===== config.mk =====
export PLATFORM = sky130hd
export DESIGN_NAME = cassette_port_pulse_codec_top_flat
export DESIGN_NICKNAME = d
export VERILOG_FILES = /design/src/hdl/cppc_pkg.sv /design/src/hdl/cppc_if.sv /design/src/hdl/cassette_port_pulse_codec_top.sv /design/src/hdl/cppc_fifo.sv /design/src/hdl/cppc_dp.sv /design/src/hdl/cppc_ctrl.sv /design/src/flat_wrapper.sv
export SDC_FILE = /design/constraint.sdc
export NUM_CORES = 1
export LEC_CHECK = 0
export BUFFER_PORTS_ARGS = -buffer_cell sky130_fd_sc_hd__buf_4
export CAP_MARGIN = 40
export CELL_PAD_IN_SITES_DETAIL_PLACEMENT = 1
export CELL_PAD_IN_SITES_GLOBAL_PLACEMENT = 1
export CORE_UTILIZATION = 53
export DETAILED_ROUTE_END_ITERATION = 16
export PLACE_DENSITY = 0.95
export SLEW_MARGIN = 0
export SYNTH_ARGS = -nofsm -noshare
export SYNTH_HDL_FRONTEND = slang
export SYNTH_SLANG_ARGS = --single-unit

===== constraint.sdc =====
create_clock -name clk -period 11.91 [get_ports clk]
set_input_delay 0.5955 -clock clk [delete_from_list [all_inputs] [get_ports clk]]
set_output_delay 0.5955 -clock clk [all_outputs]
set_load 0.03 [all_outputs]

===== src/hdl/cppc_pkg.sv =====
// Package of the cassette port pulse codec: shared types, codes and constants.
// Depends on nothing; imported by cppc_dp, cppc_ctrl and the top.
`timescale 1ns / 1ps

package cppc_pkg;

	// Operation codes of an input beat.
	localparam logic [1:0] FUNC_WRITE = 2'd0;
	localparam logic [1:0] FUNC_READ  = 2'd1;
	localparam logic [1:0] FUNC_PUSH  = 2'd2;

	// Deck button positions.
	localparam logic [1:0] DECK_STOP   = 2'd0;
	localparam logic [1:0] DECK_PLAY   = 2'd1;
	localparam logic [1:0] DECK_RECORD = 2'd2;

	// Configuration register indexes.
	localparam logic [1:0] REG_DECK_MODE   = 2'd0;
	localparam logic [1:0] REG_SHORT       = 2'd1;
	localparam logic [1:0] REG_LONG        = 2'd2;
	localparam logic [1:0] REG_THRESHOLD   = 2'd3;

	// Reset values of the configuration registers.
	localparam logic [15:0] SHORT_PERIOD_RST = 16'd56;
	localparam logic [15:0] LONG_PERIOD_RST  = 16'd112;
	localparam logic [15:0] THRESHOLD_RST    = 16'd32;

	// Bit positions in a written port byte.
	localparam int PORT_MOTOR_BIT = 1;
	localparam int PORT_REC_BIT   = 0;

	// Read byte pieces.
	localparam logic [7:0] READ_BASE      = 8'h1f;
	localparam logic [7:0] READ_TAPE_HIGH = 8'h80;
	localparam logic [7:0] READ_MOTOR_OFF = 8'h40;

	// Playback symbol codes.
	typedef logic [1:0] sym_t;
	localparam sym_t SYM_NONE = 2'd0;
	localparam sym_t SYM_ZERO = 2'd1;
	localparam sym_t SYM_ONE  = 2'd2;
	localparam sym_t SYM_END  = 2'd3;

	// One result beat.
	typedef struct packed {
		logic       read_valid;
		logic [7:0] read_data;
		logic       rec_valid;
		logic       rec_bit;
		logic       push_dropped;
	} result_t;

	// Commands from the controller to the datapath.
	typedef struct packed {
		logic capture;   // take the input beat
		logic exec;      // carry out the operation of the held beat
		logic check;     // compare the tape position with the end of the symbol
		logic pop;       // fetch the next symbol from the FIFO
		logic level;     // work out the tape level for the read byte
		logic load_out;  // move the result into the output register
	} dp_cmd_t;

	// Status from the datapath to the controller.
	typedef struct packed {
		logic tape_read;   // held beat is a read that must follow the tape
		logic more;        // tape position has reached the end of the symbol
		logic fifo_empty;
		logic out_free;    // output register can take a result this cycle
	} dp_stat_t;

endpackage


===== src/hdl/cppc_if.sv =====
// Channel interfaces of the cassette port pulse codec: input and result beats.
// Depends on nothing.
`timescale 1ns / 1ps

interface cppc_in_if;
	logic        valid;
	logic        ready;
	logic [1:0]  func;
	logic [31:0] now;
	logic [7:0]  port_value;
	logic        tape_symbol;

	modport source (output valid, func, now, port_value, tape_symbol, input ready);
	modport sink (input valid, func, now, port_value, tape_symbol, output ready);
endinterface

interface cppc_out_if;
	logic       valid;
	logic       ready;
	logic       read_valid;
	logic [7:0] read_data;
	logic       rec_valid;
	logic       rec_bit;
	logic       push_dropped;

	modport source (output valid, read_valid, read_data, rec_valid, rec_bit, push_dropped,
		input ready);
	modport sink (input valid, read_valid, read_data, rec_valid, rec_bit, push_dropped,
		output ready);
endinterface


===== src/hdl/cassette_port_pulse_codec_top.sv =====
// Channel       | Direction | Beat contents
// in_ch         | sink      | func, now, port_value, tape_symbol
// out_ch        | source    | read_valid, read_data, rec_valid, rec_bit, push_dropped
// cfg_*         | write     | cfg_index selects the register, cfg_wdata the value
//
// A write, a push or a read without playback runs EXEC and then EMIT after accept.
// A playback read: EXEC, CHECK and POP per popped symbol, then CHECK, LEVEL and EMIT;
// each symbol costs one compare step and one registered FIFO read in the datapath.
// Asynchronous active-low reset; the FIFO memory itself is not cleared.
// A new beat is accepted while an earlier result waits in the output register;
// the controller stalls only if a second result is ready before the first is taken.
`timescale 1ns / 1ps

module cassette_port_pulse_codec_top
	import cppc_pkg::*;
#(
	parameter int TAPE_FIFO_DEPTH = 16,
	parameter int TIME_WIDTH      = 32
) (
	input  logic        clk,
	input  logic        arst_n,
	input  logic        cfg_wr_en,
	input  logic [1:0]  cfg_index,
	input  logic [15:0] cfg_wdata,
	cppc_in_if.sink     in_ch,
	cppc_out_if.source  out_ch
);

	dp_cmd_t  cmd;
	dp_stat_t stat;
	result_t  out_data;

	cppc_ctrl u_ctrl (
		.clk     (clk),
		.arst_n  (arst_n),
		.in_valid(in_ch.valid),
		.in_ready(in_ch.ready),
		.stat    (stat),
		.cmd     (cmd)
	);

	cppc_dp #(
		.TAPE_FIFO_DEPTH(TAPE_FIFO_DEPTH),
		.TIME_WIDTH     (TIME_WIDTH)
	) u_dp (
		.clk        (clk),
		.arst_n     (arst_n),
		.cfg_wr_en  (cfg_wr_en),
		.cfg_index  (cfg_index),
		.cfg_wdata  (cfg_wdata),
		.func       (in_ch.func),
		.now        (in_ch.now),
		.port_value (in_ch.port_value),
		.tape_symbol(in_ch.tape_symbol),
		.cmd        (cmd),
		.stat       (stat),
		.out_ready  (out_ch.ready),
		.out_valid  (out_ch.valid),
		.out_data   (out_data)
	);

	assign out_ch.read_valid   = out_data.read_valid;
	assign out_ch.read_data    = out_data.read_data;
	assign out_ch.rec_valid    = out_data.rec_valid;
	assign out_ch.rec_bit      = out_data.rec_bit;
	assign out_ch.push_dropped = out_data.push_dropped;

	// A result is never loaded over one that is still waiting.
	assert property (@(posedge clk) disable iff (!arst_n)
		cmd.load_out |-> (!out_ch.valid || out_ch.ready))
		else $error("output register overwritten while a result waits");

	// A symbol is only fetched from a FIFO that holds one.
	assert property (@(posedge clk) disable iff (!arst_n)
		cmd.pop |-> !stat.fifo_empty)
		else $error("pop from an empty tape FIFO");

	// A result answers at most one kind of operation.
	assert property (@(posedge clk) disable iff (!arst_n)
		out_ch.valid |-> ($countones({out_ch.read_valid, out_ch.rec_valid,
			out_ch.push_dropped}) <= 1))
		else $error("result flags more than one operation");

	// Only one beat is in the datapath at a time.
	assert property (@(posedge clk) disable iff (!arst_n)
		(in_ch.valid && in_ch.ready) |=> !in_ch.ready)
		else $error("second beat accepted while one is in progress");

endmodule


===== src/hdl/cppc_fifo.sv =====
// Tape symbol FIFO of the cassette port pulse codec: one-bit memory, registered read.
// Standalone; used by cppc_dp.
`timescale 1ns / 1ps

module cppc_fifo #(
	parameter int DEPTH = 16
) (
	input  logic clk,
	input  logic arst_n,
	input  logic push,
	input  logic push_data,
	input  logic pop,
	output logic empty,
	output logic full,
	output logic rd_data
);

	localparam int AW = (DEPTH > 1) ? $clog2(DEPTH) : 1;
	localparam int CW = $clog2(DEPTH + 1);
	localparam logic [AW-1:0] LAST = AW'(DEPTH - 1);

	logic          mem [DEPTH];
	logic [AW-1:0] head_q;
	logic [AW-1:0] tail_q;
	logic [CW-1:0] count_q;
	logic          rd_data_q;

	assign empty   = (count_q == '0);
	assign full    = (count_q == CW'(DEPTH));
	assign rd_data = rd_data_q;

	// Storage: written at the tail, the head entry is read every cycle.
	always_ff @(posedge clk) begin
		if (push) begin
			mem[tail_q] <= push_data;
		end
		rd_data_q <= mem[head_q];
	end

	// Pointers and fill count.
	always_ff @(posedge clk or negedge arst_n) begin
		if (!arst_n) begin
			head_q  <= '0;
			tail_q  <= '0;
			count_q <= '0;
		end else begin
			if (push) begin
				tail_q <= (tail_q == LAST) ? '0 : tail_q + 1'b1;
			end
			if (pop) begin
				head_q <= (head_q == LAST) ? '0 : head_q + 1'b1;
			end
			if (push && !pop) begin
				count_q <= count_q + 1'b1;
			end else if (pop && !push) begin
				count_q <= count_q - 1'b1;
			end
		end
	end

endmodule


===== src/hdl/cppc_dp.sv =====
// Datapath of the cassette port pulse codec: configuration, motor, record and
// playback state, the tape FIFO and the output register. Depends on cppc_pkg, cppc_fifo.
`timescale 1ns / 1ps

module cppc_dp
	import cppc_pkg::*;
#(
	parameter int TAPE_FIFO_DEPTH = 16,
	parameter int TIME_WIDTH      = 32
) (
	input  logic        clk,
	input  logic        arst_n,
	input  logic        cfg_wr_en,
	input  logic [1:0]  cfg_index,
	input  logic [15:0] cfg_wdata,
	input  logic [1:0]  func,
	input  logic [31:0] now,
	input  logic [7:0]  port_value,
	input  logic        tape_symbol,
	input  dp_cmd_t     cmd,
	output dp_stat_t    stat,
	input  logic        out_ready,
	output logic        out_valid,
	output result_t     out_data
);

	localparam int TW = TIME_WIDTH;

	// Configuration registers.
	logic [1:0]  deck_q;
	logic [15:0] short_q;
	logic [15:0] long_q;
	logic [15:0] thr_q;

	// Held input beat.
	logic [1:0]    func_q;
	logic [TW-1:0] now_q;
	logic [1:0]    pv_q;
	logic          sym_q;

	// Deck state.
	logic          motor_on_q;
	logic          pulse_seen_q;
	logic [TW-1:0] start_q;
	logic [TW-1:0] elapsed_q;
	sym_t          cur_sym_q;
	logic          rec_level_q;
	logic [TW-1:0] rise_q;
	logic [TW-1:0] pos_q;

	result_t res_q;
	result_t out_q;
	logic    out_valid_q;

	logic fifo_push;
	logic fifo_empty;
	logic fifo_full;
	logic fifo_rd;

	logic          motor_nx;
	logic          pulse_nx;
	logic          turn_on;
	logic          level_eff;
	logic          rec_act;
	logic          rec_rise;
	logic          rec_fall;
	logic [TW-1:0] pulse_width;
	logic          rec_one;
	logic [TW-1:0] period;
	logic [TW-1:0] bit_end;
	logic [TW-1:0] in_bit;
	logic          tape_high;
	result_t       exec_res;

	// Configuration writes.
	always_ff @(posedge clk or negedge arst_n) begin
		if (!arst_n) begin
			deck_q  <= DECK_STOP;
			short_q <= SHORT_PERIOD_RST;
			long_q  <= LONG_PERIOD_RST;
			thr_q   <= THRESHOLD_RST;
		end else if (cfg_wr_en) begin
			case (cfg_index)
				REG_DECK_MODE: deck_q  <= cfg_wdata[1:0];
				REG_SHORT:     short_q <= cfg_wdata;
				REG_LONG:      long_q  <= cfg_wdata;
				REG_THRESHOLD: thr_q   <= cfg_wdata;
				default:       deck_q  <= deck_q;
			endcase
		end
	end

	// Input beat capture.
	always_ff @(posedge clk) begin
		if (cmd.capture) begin
			func_q <= func;
			now_q  <= TW'(now);
			pv_q   <= port_value[1:0];
			sym_q  <= tape_symbol;
		end
	end

	// Motor toggle on each release of the motor bit while the deck is not stopped.
	always_comb begin
		motor_nx = motor_on_q;
		pulse_nx = pulse_seen_q;
		turn_on  = 1'b0;
		if (deck_q != DECK_STOP) begin
			if (pv_q[PORT_MOTOR_BIT]) begin
				pulse_nx = 1'b1;
			end else if (pulse_seen_q) begin
				pulse_nx = 1'b0;
				motor_nx = !motor_on_q;
				turn_on  = !motor_on_q;
			end
		end
	end

	// Record edge detection and pulse width decision.
	assign level_eff   = turn_on ? 1'b0 : rec_level_q;
	assign rec_act     = (deck_q == DECK_RECORD) && motor_nx;
	assign rec_rise    = rec_act && !level_eff && pv_q[PORT_REC_BIT];
	assign rec_fall    = rec_act && level_eff && !pv_q[PORT_REC_BIT];
	assign pulse_width = now_q - rise_q;
	assign rec_one     = !(pulse_width < TW'(thr_q));

	// Result of the first execution step.
	always_comb begin
		exec_res = '0;
		case (func_q)
			FUNC_WRITE: begin
				exec_res.rec_valid = rec_fall;
				exec_res.rec_bit   = rec_fall && rec_one;
			end
			FUNC_READ: begin
				exec_res.read_valid = 1'b1;
				exec_res.read_data  = READ_BASE | (motor_on_q ? 8'h00 : READ_MOTOR_OFF);
			end
			FUNC_PUSH: begin
				exec_res.push_dropped = fifo_full;
			end
			default: begin
				exec_res = '0;
			end
		endcase
	end

	assign fifo_push = cmd.exec && (func_q == FUNC_PUSH) && !fifo_full;

	// Playback: length of the current symbol and the position within it.
	always_comb begin
		case (cur_sym_q)
			SYM_ZERO: period = TW'(short_q);
			SYM_ONE:  period = TW'(long_q);
			default:  period = '0;
		endcase
	end

	assign bit_end   = elapsed_q + period;
	assign in_bit    = pos_q - elapsed_q;
	assign tape_high = ((cur_sym_q == SYM_ZERO) || (cur_sym_q == SYM_ONE)) &&
		(in_bit < (period >> 1));

	// Deck, record and playback state.
	always_ff @(posedge clk or negedge arst_n) begin
		if (!arst_n) begin
			motor_on_q   <= 1'b0;
			pulse_seen_q <= 1'b0;
			start_q      <= '0;
			elapsed_q    <= '0;
			cur_sym_q    <= SYM_NONE;
			rec_level_q  <= 1'b0;
			rise_q       <= '0;
		end else begin
			if (cmd.exec && (func_q == FUNC_WRITE)) begin
				motor_on_q   <= motor_nx;
				pulse_seen_q <= pulse_nx;
				if (turn_on) begin
					start_q   <= now_q;
					cur_sym_q <= SYM_NONE;
					elapsed_q <= '0;
				end
				if (rec_rise) begin
					rise_q <= now_q;
				end else if (turn_on) begin
					rise_q <= '0;
				end
				if (rec_act) begin
					rec_level_q <= pv_q[PORT_REC_BIT];
				end else if (turn_on) begin
					rec_level_q <= 1'b0;
				end
			end
			if (cmd.check && stat.more) begin
				elapsed_q <= bit_end;
				if (fifo_empty) begin
					cur_sym_q <= SYM_END;
				end
			end
			if (cmd.pop) begin
				cur_sym_q <= fifo_rd ? SYM_ONE : SYM_ZERO;
			end
		end
	end

	// Tape position of a read and the staged result.
	always_ff @(posedge clk) begin
		if (cmd.exec) begin
			pos_q <= now_q - start_q;
			res_q <= exec_res;
		end else if (cmd.level) begin
			res_q.read_data <= READ_BASE | (tape_high ? READ_TAPE_HIGH : 8'h00);
		end
	end

	// Output register.
	always_ff @(posedge clk or negedge arst_n) begin
		if (!arst_n) begin
			out_valid_q <= 1'b0;
		end else if (cmd.load_out) begin
			out_valid_q <= 1'b1;
		end else if (out_ready) begin
			out_valid_q <= 1'b0;
		end
	end

	always_ff @(posedge clk) begin
		if (cmd.load_out) begin
			out_q <= res_q;
		end
	end

	cppc_fifo #(
		.DEPTH(TAPE_FIFO_DEPTH)
	) u_fifo (
		.clk      (clk),
		.arst_n   (arst_n),
		.push     (fifo_push),
		.push_data(sym_q),
		.pop      (cmd.pop),
		.empty    (fifo_empty),
		.full     (fifo_full),
		.rd_data  (fifo_rd)
	);

	// Status to the controller.
	assign stat.tape_read  = (func_q == FUNC_READ) && (deck_q == DECK_PLAY) && motor_on_q;
	assign stat.more       = !(pos_q < bit_end);
	assign stat.fifo_empty = fifo_empty;
	assign stat.out_free   = !out_valid_q || out_ready;

	assign out_valid = out_valid_q;
	assign out_data  = out_q;

endmodule


===== src/hdl/cppc_ctrl.sv =====
// Controller of the cassette port pulse codec: sequences one beat through the datapath.
// Depends on cppc_pkg.
`timescale 1ns / 1ps

module cppc_ctrl
	import cppc_pkg::*;
(
	input  logic     clk,
	input  logic     arst_n,
	input  logic     in_valid,
	output logic     in_ready,
	input  dp_stat_t stat,
	output dp_cmd_t  cmd
);

	localparam logic [2:0] ST_IDLE  = 3'd0;
	localparam logic [2:0] ST_EXEC  = 3'd1;
	localparam logic [2:0] ST_CHECK = 3'd2;
	localparam logic [2:0] ST_POP   = 3'd3;
	localparam logic [2:0] ST_LEVEL = 3'd4;
	localparam logic [2:0] ST_EMIT  = 3'd5;

	logic [2:0] state_q;
	logic [2:0] state_nx;

	assign in_ready = (state_q == ST_IDLE);

	// Next state and commands.
	always_comb begin
		state_nx = state_q;
		cmd      = '0;
		case (state_q)
			ST_IDLE: begin
				cmd.capture = in_valid;
				if (in_valid) begin
					state_nx = ST_EXEC;
				end
			end
			ST_EXEC: begin
				cmd.exec = 1'b1;
				state_nx = stat.tape_read ? ST_CHECK : ST_EMIT;
			end
			ST_CHECK: begin
				cmd.check = 1'b1;
				if (stat.more && !stat.fifo_empty) begin
					state_nx = ST_POP;
				end else begin
					state_nx = ST_LEVEL;
				end
			end
			ST_POP: begin
				cmd.pop  = 1'b1;
				state_nx = ST_CHECK;
			end
			ST_LEVEL: begin
				cmd.level = 1'b1;
				state_nx  = ST_EMIT;
			end
			ST_EMIT: begin
				cmd.load_out = stat.out_free;
				if (stat.out_free) begin
					state_nx = ST_IDLE;
				end
			end
			default: begin
				state_nx = ST_IDLE;
			end
		endcase
	end

	always_ff @(posedge clk or negedge arst_n) begin
		if (!arst_n) begin
			state_q <= ST_IDLE;
		end else begin
			state_q <= state_nx;
		end
	end

endmodule

===== src/flat_wrapper.sv =====
// flat-port wrapper written by rule: the top's interface ports become plain ports
module cassette_port_pulse_codec_top_flat import cppc_pkg::*;
#(
	parameter int TAPE_FIFO_DEPTH = 16,
	parameter int TIME_WIDTH      = 32
)
  (clk, arst_n, cfg_wr_en, cfg_index, cfg_wdata, in_ch_valid, in_ch_func, in_ch_now, in_ch_port_value, in_ch_tape_symbol, in_ch_ready, out_ch_valid, out_ch_read_valid, out_ch_read_data, out_ch_rec_valid, out_ch_rec_bit, out_ch_push_dropped, out_ch_ready);
  cppc_in_if in_ch_i ();
  cppc_out_if out_ch_i ();
  input  logic clk;
  input  logic arst_n;
  input  logic cfg_wr_en;
  input  logic [1:0] cfg_index;
  input  logic [15:0] cfg_wdata;
  input wire logic [$bits(in_ch_i.valid)-1:0] in_ch_valid;
  input wire logic [$bits(in_ch_i.func)-1:0] in_ch_func;
  input wire logic [$bits(in_ch_i.now)-1:0] in_ch_now;
  input wire logic [$bits(in_ch_i.port_value)-1:0] in_ch_port_value;
  input wire logic [$bits(in_ch_i.tape_symbol)-1:0] in_ch_tape_symbol;
  output wire logic [$bits(in_ch_i.ready)-1:0] in_ch_ready;
  output wire logic [$bits(out_ch_i.valid)-1:0] out_ch_valid;
  output wire logic [$bits(out_ch_i.read_valid)-1:0] out_ch_read_valid;
  output wire logic [$bits(out_ch_i.read_data)-1:0] out_ch_read_data;
  output wire logic [$bits(out_ch_i.rec_valid)-1:0] out_ch_rec_valid;
  output wire logic [$bits(out_ch_i.rec_bit)-1:0] out_ch_rec_bit;
  output wire logic [$bits(out_ch_i.push_dropped)-1:0] out_ch_push_dropped;
  input wire logic [$bits(out_ch_i.ready)-1:0] out_ch_ready;
  assign in_ch_i.valid = in_ch_valid;
  assign in_ch_i.func = in_ch_func;
  assign in_ch_i.now = in_ch_now;
  assign in_ch_i.port_value = in_ch_port_value;
  assign in_ch_i.tape_symbol = in_ch_tape_symbol;
  assign in_ch_ready = in_ch_i.ready;
  assign out_ch_valid = out_ch_i.valid;
  assign out_ch_read_valid = out_ch_i.read_valid;
  assign out_ch_read_data = out_ch_i.read_data;
  assign out_ch_rec_valid = out_ch_i.rec_valid;
  assign out_ch_rec_bit = out_ch_i.rec_bit;
  assign out_ch_push_dropped = out_ch_i.push_dropped;
  assign out_ch_i.ready = out_ch_ready;
  cassette_port_pulse_codec_top #(.TAPE_FIFO_DEPTH(TAPE_FIFO_DEPTH), .TIME_WIDTH(TIME_WIDTH)) u_core (.clk(clk), .arst_n(arst_n), .cfg_wr_en(cfg_wr_en), .cfg_index(cfg_index), .cfg_wdata(cfg_wdata), .in_ch(in_ch_i), .out_ch(out_ch_i));
endmodule

==> Flow_metrics.wiki <==
{| class="wikitable"
! Metric !! Value
|-
| CTS tree || done
|-
| Final critical path time including I/O delays and setup || 7.946 ns
|-
| Via count of the first global-routing pass || 17820
|-
| P&R area growth vs syn || 11.23%
|-
| Area share of the leading cell type in the synthesized netlist || 22.35%
|-
| Cell type with the largest total area after synthesis || sky130_fd_sc_hd__dfrtp_1
|-
| Leakage Power || 8.548 nW
|-
| Clk root buf || sky130_fd_sc_hd__clkbuf_16
|-
| Number of design-rule violations left by the first detailed-router iteration || 1692
|-
| Pin count of the biggest net entering global routing || 83
|-
| Largest fanout on the critical path || 48
|-
| Data required time at the worst endpoint || 12.42 ns
|-
| Final Routed Wirelength || 68220 um
|-
| Switching power || 2.457 mW
|-
| Std-Cell Rows || 67
|-
| Max-slew headroom at the worst pin || 36.21%
|-
| Int Pwr || 2.971 mW
|-
| Unrepaired setup endpoints after global routing || false
|-
| Category of the critical setup timing path || flip-flop to flip-flop
|-
| Most common library cells after synthesis || 179 x sky130_fd_sc_hd__ha_1, 163 x sky130_fd_sc_hd__inv_1, 161 x sky130_fd_sc_hd__dfrtp_1, 152 x sky130_fd_sc_hd__nand2_1, 127 x sky130_fd_sc_hd__a21oi_1
|-
| Yosys synthesis warning count || 0
|-
| Placed Instances || 2321
|-
| Maximum level of the CTS H-tree || 1
|-
| Crit path capture type || flip-flop
|-
| Signal arrival time at the worst endpoint || 8.46 ns
|-
| Syn Area/Cell || 9.741 sq um
|-
| Tightest hold margin || 0.1777 ns
|-
| Std-Cell Core Area || 0.03353 sq mm
|-
| Residual DRC || 0
|-
| Final setup vio count || 0
|-
| Cell Pwr Density || 270.7 mW/mm^2
|-
| Number of distinct standard cells referenced by the synthesized netlist || 93
|-
| Destination of the worst hold path || u_core.u_dp.now_q[17]
|-
| Count of pins over their slew limit || 0
|-
| Combined global-route utilization of all metal layers || 39.07%
|-
| Quantity of gates resized following cts || 0
|-
| Worst Min Path Start || in_ch_now[17]
|-
| Portion of total power attributed to the clock network || 18.3%
|-
| Top achievable clock speed || 125.9 MHz
|-
| Mapped Cells || 1851
|-
| CP dominant cell by count || sky130_fd_sc_hd__a21o_1
|-
| Number of antenna cells inserted || 0
|-
| Outcome || completed
|-
| Most common cell in the synthesized netlist || sky130_fd_sc_hd__ha_1
|-
| Number of non-filler instances in the completed layout || 2378
|-
| Portion of the clock cycle consumed by the worst path in the final layout || 66.72%
|-
| Clk sink count || 268
|-
| Slew @ Worst Pin || 0.9569 ns
|-
| I/O pin count || 80
|-
| Portion of the post-synthesis area used by sequential elements || 39.97%
|-
| Wire length per cell after detailed routing || 28.69 um
|-
| Kind of launch point of the worst setup path || flip-flop
|-
| Number of clock buffers inserted by TritonCTS || 30
|-
| Worst r2r path cells || 27
|-
| Starting density of the core || 53.77%
|-
| Final Hold Vio Count || 0
|-
| Die height || 186.4 um
|-
| First-pass iteration count of the detailed router || 8
|-
| Worst min-delay path category || input port to flip-flop
|-
| Initial antenna violation count || 3
|-
| Overall overflow remaining after global route || 0
|-
| HPWL after detailed placement || 43210 um
|-
| Most frequently used flop master after synthesis || sky130_fd_sc_hd__dfrtp_1
|-
| Kind of cell with the highest combined delay on the critical path || compound AO/OA/AOI/OAI gates
|-
| Cell types occupying the most area after synthesis || sky130_fd_sc_hd__dfrtp_1 22%, sky130_fd_sc_hd__edfxtp_1 16%, sky130_fd_sc_hd__ha_1 12%, sky130_fd_sc_hd__mux2_2 5.2%, sky130_fd_sc_hd__xnor2_1 3.7%
|-
| Share of flip-flops with an asynchronous set or reset after synthesis || 62.69%
|-
| Die outline width || 186.4 um
|-
| Buffers plus inverters on the worst setup path || 3
|-
| Number of input and output port buffers inserted || 72
|-
| Slack of the worst reg-to-reg path || 3.96 ns
|-
| EDFF count, synth || 99
|-
| RR Startpoint || u_core.u_dp.cur_sym_q[0]
|-
| Maximum vdd ir drop || 0.0001614 V
|-
| Seq cells post-synth || 268
|-
| Switching part of the total power || 45.27%
|-
| Post-synth design cell area || 0.01803 sq mm
|-
| Post-DRT Antenna Nets || 0
|-
| Clock slew at the register clock pins of the worst setup and hold paths || 0.07 ns
|-
| Share of cells above drive strength 1 || 13.63%
|-
| Max capacitance violation total || 0
|-
| Capture point of the worst reg-to-reg path || u_core.u_dp.elapsed_q[27]
|-
| Share of total power in sequential cells || 28.9%
|-
| Vias per cell || 6.931
|-
| Die footprint || 0.03476 sq mm
|-
| Layout Nets || 2156
|-
| Final worst clock skew || 0.02884 ns
|-
| Number of nets in the synthesized netlist || 2101
|-
| First-pass GRT wire length || 105800 um
|-
| Setup TNS || 0 ns
|-
| Area of placed instances || 0.01903 sq mm
|-
| Highest-delay cell along the critical path || sky130_fd_sc_hd__ha_1
|-
| Vias post-DR || 16480
|-
| Buffer depth of the longest clock path || 3
|-
| Part of the power in combinational logic || 52.8%
|-
| Hold Path Stages || 1
|-
| Area of all placed cells without fillers || 0.02005 sq mm
|-
| Delay of the slowest cell on the worst path || 0.64 ns
|-
| Clock network latency to the later pin of the worst-skew pair || 0.60 ns
|-
| Placer congestion estimate || 0.9447
|}
==> kinds of logic after synthesis <==
| group | count (synthesis) | synth area share [%] |
|---|---|---|
| AO/OA/AOI/OAI | 466 | 17.04 |
| XOR/XNOR | 106 | 5.149 |
| adder cells (fa/ha/maj) | 186 | 13.10 |
| buffers and inverters | 225 | 4.913 |
| flip-flops | 268 | 39.97 |
| multiplexers | 92 | 6.100 |
| other | 1 | 0.02080 |
| AND/OR/NAND/NOR | 507 | 13.72 |
==> layout make-up <==
type | count | area [sq um]
fill | 3695 | 13480
multi-input combinational | 1358 | 9950
sequential | 268 | 7206
clock buffer | 40 | 829.5
timing repair buffer | 84 | 705.7
inverter | 164 | 615.6
tap | 448 | 560.5
clock inverter | 16 | 187.7
==> worst reg2reg max path, stage by stage, from the launching register on <==
cell and delay [ns]:
sky130_fd_sc_hd__dfrtp_1 0.47, sky130_fd_sc_hd__inv_1 0.11, sky130_fd_sc_hd__ha_1 0.64, sky130_fd_sc_hd__a22oi_1 0.22, sky130_fd_sc_hd__or2_2 0.37, sky130_fd_sc_hd__inv_1 0.08
sky130_fd_sc_hd__ha_1 0.27, sky130_fd_sc_hd__a21o_1 0.19, sky130_fd_sc_hd__maj3_2 0.36, sky130_fd_sc_hd__a2111oi_2 0.41, sky130_fd_sc_hd__o21ai_1 0.24, sky130_fd_sc_hd__o31ai_2 0.49
sky130_fd_sc_hd__o21a_1 0.53, sky130_fd_sc_hd__nor2_1 0.18, sky130_fd_sc_hd__nand2_1 0.13, sky130_fd_sc_hd__xnor2_1 0.10, sky130_fd_sc_hd__ha_1 0.21, sky130_fd_sc_hd__a21o_1 0.19
sky130_fd_sc_hd__a21o_1 0.18, sky130_fd_sc_hd__a21oi_1 0.18, sky130_fd_sc_hd__o221ai_1 0.17, sky130_fd_sc_hd__a41oi_1 0.37, sky130_fd_sc_hd__o31a_1 0.25, sky130_fd_sc_hd__o31a_1 0.17
sky130_fd_sc_hd__buf_4 0.47, sky130_fd_sc_hd__nand2_1 0.50, sky130_fd_sc_hd__o21ai_0 0.25, sky130_fd_sc_hd__a21o_1 0.17
==> through the flow <==
| step | worst slack [ns] | utilization (%) | power, mW |
|---|---|---|---|
| finish | 3.964 | 59.81 | 5.428 |
| global route | 3.726 | 59.81 | 5.632 |
| CTS | 4.209 | 59.81 | 5.303 |
| detailed placement | 4.771 | 56.74 | 4.121 |
| global placement | 5.126 | 56.43 | 3.826 |
| floorplan | 6.265 | - | 3.320 |
==> power groups by stage <==
stage	Sequential [mW]	Combinational, mW	Clock (mW)
after floorplan	1.43	1.89	0
after global placement	1.50	2.33	0
after detailed placement	1.53	2.59	0
after CTS	1.54	2.77	0.989
after global routing	1.57	3.04	1.02
final	1.57	2.86	0.995
==> registers in the layout (all words and copies together), names as in the netlist, 3 cells and up <==
register / cells
u_core.u_dp.u_fifo.head_q: 4
u_core.u_dp.start_q: 32
u_core.u_dp.out_data: 7
u_core.u_dp.u_fifo.mem: 16
u_core.u_dp.u_fifo.count_q: 5
u_core.u_dp.elapsed_q: 32
u_core.u_dp.thr_q: 16
u_core.u_dp.now_q: 32
u_core.u_dp.rise_q: 32
u_core.u_dp.short_q: 16
u_core.u_dp.u_fifo.tail_q: 4
u_core.u_dp.long_q: 16
u_core.u_dp.pos_q: 32
u_core.u_ctrl.state_q: 3
u_core.u_dp.res_q: 7
==> worst max path at each step <==
stage | cells past startpoint | endpoint | from
5_1_grt | 27 | u_core.u_dp.elapsed_q[27] | u_core.u_dp.cur_sym_q[0]
3_3_place_gp | 27 | u_core.u_dp.elapsed_q[29] | u_core.u_dp.cur_sym_q[0]
4_1_cts | 27 | u_core.u_dp.elapsed_q[29] | u_core.u_dp.cur_sym_q[0]
2_1_floorplan | 29 | u_core.u_dp.elapsed_q[24] | u_core.u_dp.cur_sym_q[0]
6_report | 27 | u_core.u_dp.elapsed_q[27] | u_core.u_dp.cur_sym_q[0]
3_5_place_dp | 26 | u_core.u_dp.elapsed_q[20] | u_core.u_dp.cur_sym_q[0]
==> placed cells by master (no fill, tap or decap), types with 12 or more instances in the layout <==
cell                        count
sky130_fd_sc_hd__ha_1         179
sky130_fd_sc_hd__inv_1        163
sky130_fd_sc_hd__dfrtp_1      161
sky130_fd_sc_hd__nand2_1      151
sky130_fd_sc_hd__a21oi_1      127
sky130_fd_sc_hd__edfxtp_1      99
sky130_fd_sc_hd__nor2_1        98
sky130_fd_sc_hd__o21ai_0       83
sky130_fd_sc_hd__mux2_2        83
sky130_fd_sc_hd__nand3_1       77
sky130_fd_sc_hd__buf_4         77
sky130_fd_sc_hd__xnor2_1       76
sky130_fd_sc_hd__a21o_1        65
sky130_fd_sc_hd__clkbuf_16     31
sky130_fd_sc_hd__xor2_1        30
sky130_fd_sc_hd__nand4_1       27
sky130_fd_sc_hd__o21a_1        26
sky130_fd_sc_hd__nor3_1        26
sky130_fd_sc_hd__a31oi_1       25
sky130_fd_sc_hd__nand2b_1      25
sky130_fd_sc_hd__a22oi_1       18
sky130_fd_sc_hd__nor2b_1       17
sky130_fd_sc_hd__or2_2         15
sky130_fd_sc_hd__o21bai_1      13
sky130_fd_sc_hd__and2_1        13
sky130_fd_sc_hd__a211oi_1      12
==> routing by layer <==
metal	vias to the layer above	part of all wire, %	track usage (%)
met3	418	8.7	7.786
met5	-	0	0
met2	1154	48	65.97
met1	8119	36	45.44
met4	0	7.1	24.98
li1	6791	-	-
==> timing repair <==
item | in CTS | in global routing
endpoints found under the hold margin | 10 | 0
buffers inserted | 0 | 0
hold buffers | 1 | 0
No activity file was read; power rests on OpenSTA's default activity.
